==> src/rtl/dcwf_pkg.sv <==
// Package with shared types and constants of the digit control word former.
package dcwf_pkg;

    typedef enum logic [1:0] {
        OP_DEC  = 2'd0,
        OP_HEX  = 2'd1,
        OP_SYN  = 2'd2,
        OP_NONE = 2'd3
    } t_op;

    typedef enum logic [1:0] {
        CFG_DMF_DEVICE    = 2'd0,
        CFG_SYNTH_DEVICE  = 2'd1,
        CFG_SYNTH_HEX_TOP = 2'd2,
        CFG_UNUSED        = 2'd3
    } t_cfg_index;

    typedef enum logic {
        ST_IDLE = 1'b0,
        ST_RUN  = 1'b1
    } t_state;

    typedef struct packed {
        logic [1:0]  operation;
        logic [30:0] value;
        logic [4:0]  digit_count;
        logic [4:0]  first_digit;
        logic [6:0]  device_address;
    } t_item;

    typedef struct packed {
        logic [15:0] word;
        logic        last;
    } t_result;

    typedef struct packed {
        logic load;
        logic step;
        logic last;
    } t_cmd;

    localparam logic [15:0] WORD_FLAG   = 16'h8000;
    localparam logic [5:0]  REMAP_FROM  = 6'd16;
    localparam logic [5:0]  REMAP_TO    = 6'd11;
    localparam logic [31:0] RECIP_TEN   = 32'hCCCC_CCCD;
    localparam int          RECIP_SHIFT = 35;
    localparam int          RESULT_LIMIT = 16;

endpackage

==> src/rtl/dcwf_ctrl.sv <==
// Controller state machine that sequences the digit words of one request.
module dcwf_ctrl
    import dcwf_pkg::*;
#(
    parameter int MAX_DIGITS = 16
) (
    input  logic       i_clk,
    input  logic       i_rst_n,
    input  logic       i_start,
    input  logic [1:0] i_operation,
    input  logic [4:0] i_digit_count,
    output logic       o_busy,
    output t_cmd       o_cmd
);

    localparam int LIMIT = (MAX_DIGITS < RESULT_LIMIT) ? MAX_DIGITS : RESULT_LIMIT;

    t_state     r_state, n_state;
    logic [4:0] r_left, n_left;

    always_ff @(posedge i_clk) begin
        if (!i_rst_n) begin
            r_state <= ST_IDLE;
            r_left  <= '0;
        end else begin
            r_state <= n_state;
            r_left  <= n_left;
        end
    end

    always_comb begin
        n_state = r_state;
        n_left  = r_left;
        o_cmd   = '0;
        unique case (r_state)
            ST_IDLE: begin
                if (i_start && (t_op'(i_operation) != OP_NONE) && (i_digit_count != '0)) begin
                    o_cmd.load = 1'b1;
                    n_left     = (i_digit_count > 5'(LIMIT)) ? 5'(LIMIT) : i_digit_count;
                    n_state    = ST_RUN;
                end
            end
            ST_RUN: begin
                o_cmd.step = 1'b1;
                o_cmd.last = (r_left == 5'd1);
                n_left     = r_left - 5'd1;
                if (r_left == 5'd1) begin
                    n_state = ST_IDLE;
                end
            end
            default: begin
                n_state = ST_IDLE;
            end
        endcase
    end

    assign o_busy = (r_state == ST_RUN);

    a_run_has_work: assert property (@(posedge i_clk) disable iff (!i_rst_n)
        (r_state == ST_RUN) |-> (r_left != '0))
        else $error("controller runs with no digits left");

    a_left_bounded: assert property (@(posedge i_clk) disable iff (!i_rst_n)
        (r_left <= 5'(LIMIT)))
        else $error("digit counter exceeds its limit");

    a_load_starts_run: assert property (@(posedge i_clk) disable iff (!i_rst_n)
        o_cmd.load |=> (o_busy && !o_cmd.load))
        else $error("load did not enter the run state");

endmodule

==> config.mk <==
export PLATFORM = sky130hd
export DESIGN_NAME = dcwf_ctrl
export DESIGN_NICKNAME = d
export VERILOG_FILES = /design/src/rtl/dcwf_pkg.sv /design/src/rtl/dcwf_ctrl.sv
export SDC_FILE = /design/constraint.sdc
export NUM_CORES = 1
export LEC_CHECK = 0
export BUFFER_PORTS_ARGS = -buffer_cell sky130_fd_sc_hd__buf_2
export CORE_AREA = 4 4 41 43
export CTS_CLUSTER_SIZE = 20
export DETAILED_ROUTE_END_ITERATION = 8
export DIE_AREA = 0 0 45 47
export PLACE_DENSITY = 0.52
export RECOVER_POWER = 100
export SLEW_MARGIN = 25
export SYNTH_ARGS = -nofsm -noshare
export SYNTH_HDL_FRONTEND = slang
export SYNTH_SLANG_ARGS = --single-unit
==> constraint.sdc <==
create_clock -name i_clk -period 3.6 [get_ports i_clk]
set_clock_uncertainty 0.05 [all_clocks]
set_input_delay 0.36 -clock i_clk [delete_from_list [all_inputs] [get_ports i_clk]]
set_output_delay 0.36 -clock i_clk [all_outputs]
set_load 0.03 [all_outputs]
Yosys cells after proc, flatten, opt, wreduce, memory -nomap -nowiden
Cells that the tools add are included.

cells by class
  $add $sub $neg = 1
  $lt $le $gt $ge = 1
  equal/unequal tests = 3
  muxes and demuxes = 8
  bitwise operators = 1
  reductions and logical operators = 3

operator list
  operator                                                                number
  5-bit two-way mux                                                       2
  5-bit one-hot mux with 2 select lines                                   1
  5-bit by 1-bit equality test with 1-bit output (second input constant)  1
  5-bit > comparator (second input constant)                              1
  5-bit nonzero test                                                      1
  5-bit by 1-bit subtractor with 5-bit output (second input constant)     1
  2-bit inequality test (second input constant)                           2
  1-bit two-way mux                                                       3
  1-bit logical AND                                                       2
  2-bit two-way mux                                                       1
  1-bit one-hot mux with 2 select lines                                   1
  1-bit NOT                                                               1

storage, ports and cells
  register bits = 6
  input bits = 10
  output and inout bits = 4
  logic and storage cells = 19

Depth between registers and ports, before layout
  word-level depth = 5
  gate-level depth with buffers = 6
  depth with buffers taken out = 6

Worst setup path before layout
OpenSTA, ideal clock, no wires.

  path kind = register -> output
  start point = register r_state (netlist: o_busy)
  end point = output port o_cmd[0] (netlist name)
  arrival = 1880 ps
  required time = 3190 ps
  slack = 1310 ps
  cell stages (with the launch flop) = 3
  path buffers = 0
  path through = dfxtp_1 > nand2b_1 > nor4b_1

RTL lines
  element                   RTL line         source
  start: declaration        dcwf_ctrl.sv:18  t_state r_state, n_state;
  start signal: assignment  dcwf_ctrl.sv:26  r_state <= n_state;
  end: declaration          dcwf_ctrl.sv:13  output t_cmd o_cmd

==> flow_metrics.py <==
metrics = {
    "critical_path": {
        "critical_path.endpoint_type": "output port",
        "critical_path_required_ns": 3.19,
        "cpPeakStageDelay_ns": 0.64,
        "cp-start-kind": "register",
        "critical_path_cell_count": 3,
        "sequence_of_cells_on_the_critical_path": "nand2b_1 -> nor4b_1 -> clkbuf_1",
        "critical-path-slowest-cell": "sky130_fd_sc_hd__dfxtp_1",
        "ff2ff_path_depth": 6,
        "cp_num_buf_inv": 1,
        "cp_max_fo": 18,
        "crit_arrival_ns": 1.88,
        "worst-setup-path-type": "register to output port",
        "largest_delay_share_family_worst_path": "flip-flops",
    },
    "logic_synthesis": {
        "synth_sequential_area_ratio": 0.277,
        "synth_top_area_share": 0.277,
        "synth.distinct_cells": 29,
        "syn_area_per_cell_um2": 8.66,
        "async_flop_share": 0,
        "synth_edf_count": 0,
        "number_of_synthesized_register_bits": 6,
        "synth.yosys.warnings": 0,
        "top_area_cells_in_the_synthesized_netlist": "sky130_fd_sc_hd__dfxtp_1, sky130_fd_sc_hd__ha_1, sky130_fd_sc_hd__o31ai_4, sky130_fd_sc_hd__inv_1, sky130_fd_sc_hd__o21ai_0",
        "syn-instance-count": 50,
        "syn_nets": 62,
        "netlist_area_before_placement_um2": 433,
        "largest_area_contributor_in_the_netlist": "sky130_fd_sc_hd__dfxtp_1",
        "synth_top_flop_cell": "sky130_fd_sc_hd__dfxtp_1",
    },
    "global_route": {
        "global_route_wire_length_before_repair_mm": 1.66,
        "antenna_violations_before_repair": 0,
        "grt-ovfl-total": 0,
        "grt_pass1_vias": 405,
        "track_usage": 0.113,
        "largest_net_degree_at_the_start_of_global_routing": 19,
    },
    "sta": {
        "slew-limit-headroom": 0.621,
        "worst_pin_slew_ns": 0.564,
        "final_min_period_over_clock_period": 0.635,
        "fmax_ghz": 0.437,
        "setup_viol": 0,
        "report.final.slew_viol_count": 0,
        "timing.setup.tns_ns": 0,
        "rsz_0062_raised_after_global_routing": "no",
        "fin_crit_ns": 2.29,
        "finalWorstSetupSlack_ns": 1.31,
        "report.final.hold_viol_count": 0,
    },
    "pwr": {
        "pwr-share-seq": 0.419,
        "leakage_nw": 0.202,
        "power.clock.fraction": 0.315,
        "cellInternalPower_uw": 137,
        "power.net_switching_uw": 68.1,
        "power_switching_share": 0.332,
        "combinationalPowerShare": 0.267,
        "total_power_uw": 205,
        "max-vdd-ir-drop_mv": 0.130,
        "p_per_area_nw_per_um2": 407,
    },
    "cts": {
        "clock_tree.buffer_depth": 2,
        "post_cts.repair.setup_buffers": 0,
        "cts-resized-gates": 0,
        "tritoncts.num_buffers": 3,
        "ctsHoldBuffers": 0,
        "clk_pin_slew_ns": 0.05,
        "tritoncts_clock_tree": "built",
        "clk_latency_ns": 0.25,
        "ctsHtreeMaxLevel": 1,
        "clkSinkCount": 6,
        "root_buffer": "sky130_fd_sc_hd__clkbuf_4",
    },
    "placed_design": {
        "place_hpwl_um": 787,
        "buffer_ports.inserted": 13,
        "placed_cells_incl_taps": 76,
        "gpl.final_weighted_congestion": 0.735,
        "detailedPlace.worstSlack_ns": 1.67,
    },
    "outcome": {
        "status": "completed",
    },
    "detailed_routing": {
        "detailroute.via_count": 422,
        "detail_route.wirelength_mm": 1.03,
        "wl_per_cell_um": 13.1,
        "dr.pass1.iters": 4,
        "number_of_remaining_drc_errors": 0,
        "antenna_left": 0,
        "detailedRoute.firstIterationViolations": 19,
        "post_drt_via_cell_ratio": 5.34,
    },
    "die": {
        "die_area_um2": 2120,
        "core_region_area_um2": 1300,
        "row_count": 13,
        "floorplan.die.width_um": 45,
        "fp.dieH_um": 47,
        "num_io_pins": 14,
        "initial_util": 0.333,
    },
    "layout": {
        "layout-drive-gt1-share": 0.266,
        "final_cells": 79,
        "fillerInstances": 157,
        "fin_nets": 78,
        "insertedDiodeCount": 0,
        "syn2layout_area_growth_pct": 16.5,
    },
    "worst_hold_path": {
        "hold-path-cell-count": 3,
        "min_path_type": "input port to register",
    },
    "run": {
        "cap_violations": 0,
    },
}
[stage by stage]
stage | area [um^2] | hold slack [ns] | utilization
detailed placement | 505 | 0.455 | 0.388
floorplan | 433 | 0.432 | -
global placement | 505 | 0.479 | 0.388
CTS | 528 | 0.340 | 0.406
finish | 504 | 0.339 | 0.388
global route | 504 | 0.364 | 0.388
[power groups by stage]
stage | clock network, mW | logic (mW) | registers (mW)
final | 0.0647 | 0.0547 | 0.0860
after global routing | 0.0693 | 0.0615 | 0.0873
after CTS | 0.0656 | 0.0585 | 0.0862
after detailed placement | 0 | 0.0582 | 0.0875
after global placement | 0 | 0.0592 | 0.0884
after floorplan | 0 | 0.0427 | 0.0845
[cells by family (layout without fill, tap and decap cells)]
family | Yosys count | count (layout) | share of synthesized area
and+or+nand+nor | 21 | 21 | 0.306
AOI/OAI and AO/OA | 13 | 13 | 0.269
buffers and inverters | 7 | 21 | 0.0694
DFF | 6 | 6 | 0.277
adders and majority gates | 2 | 2 | 0.0578
xor gates and xnor gates | 1 | 1 | 0.0202
[area by class of cell]
type	count	area [um^2]	share of cell area
clock buffers	3	22.5	0.0447
multi-input cells	37	263	0.521
well taps	15	18.8	0.0372
inverters	5	18.8	0.0372
flip-flops and latches	6	120	0.238
repair buffers	13	61.3	0.122
[path summary, 6_finish.rpt]
| check | startpoint | to | slack [ns] |
|---|---|---|---|
| hold / removal | i_digit_count[3] | r_left[3] | 0.34 |
| setup / recovery | o_busy | o_cmd[0] | 1.31 |
| hold reg to reg | r_left[2] | r_left[2] | 0.47 |
| setup reg to reg | r_left[0] | r_left[4] | 1.98 |
[flip-flops by register name, summed over array words and instances, names as in the netlist]
name    cells
r_left      5
o_busy      1
[metal layers]
| layer | vias to the layer above | global-route usage | share of wire |
|---|---|---|---|
| met5 | - | 0 | 0 |
| met4 | 0 | 0.0526 | 0.016 |
| met3 | 2 | 0.0460 | 0.059 |
| met2 | 13 | 0.181 | 0.45 |
| met1 | 191 | 0.132 | 0.48 |
| li1 | 216 | - | - |
[layout by cell type, fill, tap and decap left out, types with 2 or more instances in the layout]
master,netlist,final
sky130_fd_sc_hd__buf_2,0,10
sky130_fd_sc_hd__dfxtp_1,6,6
sky130_fd_sc_hd__inv_1,5,5
sky130_fd_sc_hd__nor2_1,3,3
sky130_fd_sc_hd__o21ai_0,3,3
sky130_fd_sc_hd__clkbuf_4,0,3
sky130_fd_sc_hd__clkbuf_1,1,3
sky130_fd_sc_hd__nand2b_1,2,2
sky130_fd_sc_hd__nand4_1,2,2
sky130_fd_sc_hd__nor3_1,2,2
sky130_fd_sc_hd__nand3b_1,2,2
sky130_fd_sc_hd__nand3_1,2,2
sky130_fd_sc_hd__a31oi_1,2,2
sky130_fd_sc_hd__nand2_1,2,2
sky130_fd_sc_hd__ha_1,2,2
[worst reg2reg max path: cells and delay by family, from the launching register on]
family | cells | cell delay (ns)
adder cells (fa/ha/maj) | 1 | 0.25
buffers and inverters | 1 | 0.08
AND/OR/NAND/NOR | 1 | 0.25
XOR/XNOR | 1 | 0.14
flip-flops | 1 | 0.47
AO/OA/AOI/OAI | 2 | 0.26
[Yosys cell counts (2+ instances only)]
library cell	number
sky130_fd_sc_hd__dfxtp_1	6
sky130_fd_sc_hd__nor2_1	3
sky130_fd_sc_hd__o21ai_0	3
sky130_fd_sc_hd__nand2_1	2
sky130_fd_sc_hd__nor3_1	2
sky130_fd_sc_hd__a31oi_1	2
sky130_fd_sc_hd__inv_1	5
sky130_fd_sc_hd__nand2b_1	2
sky130_fd_sc_hd__nand3_1	2
sky130_fd_sc_hd__nand4_1	2
sky130_fd_sc_hd__nand3b_1	2
sky130_fd_sc_hd__ha_1	2
(Power assumes the default switching activity.)
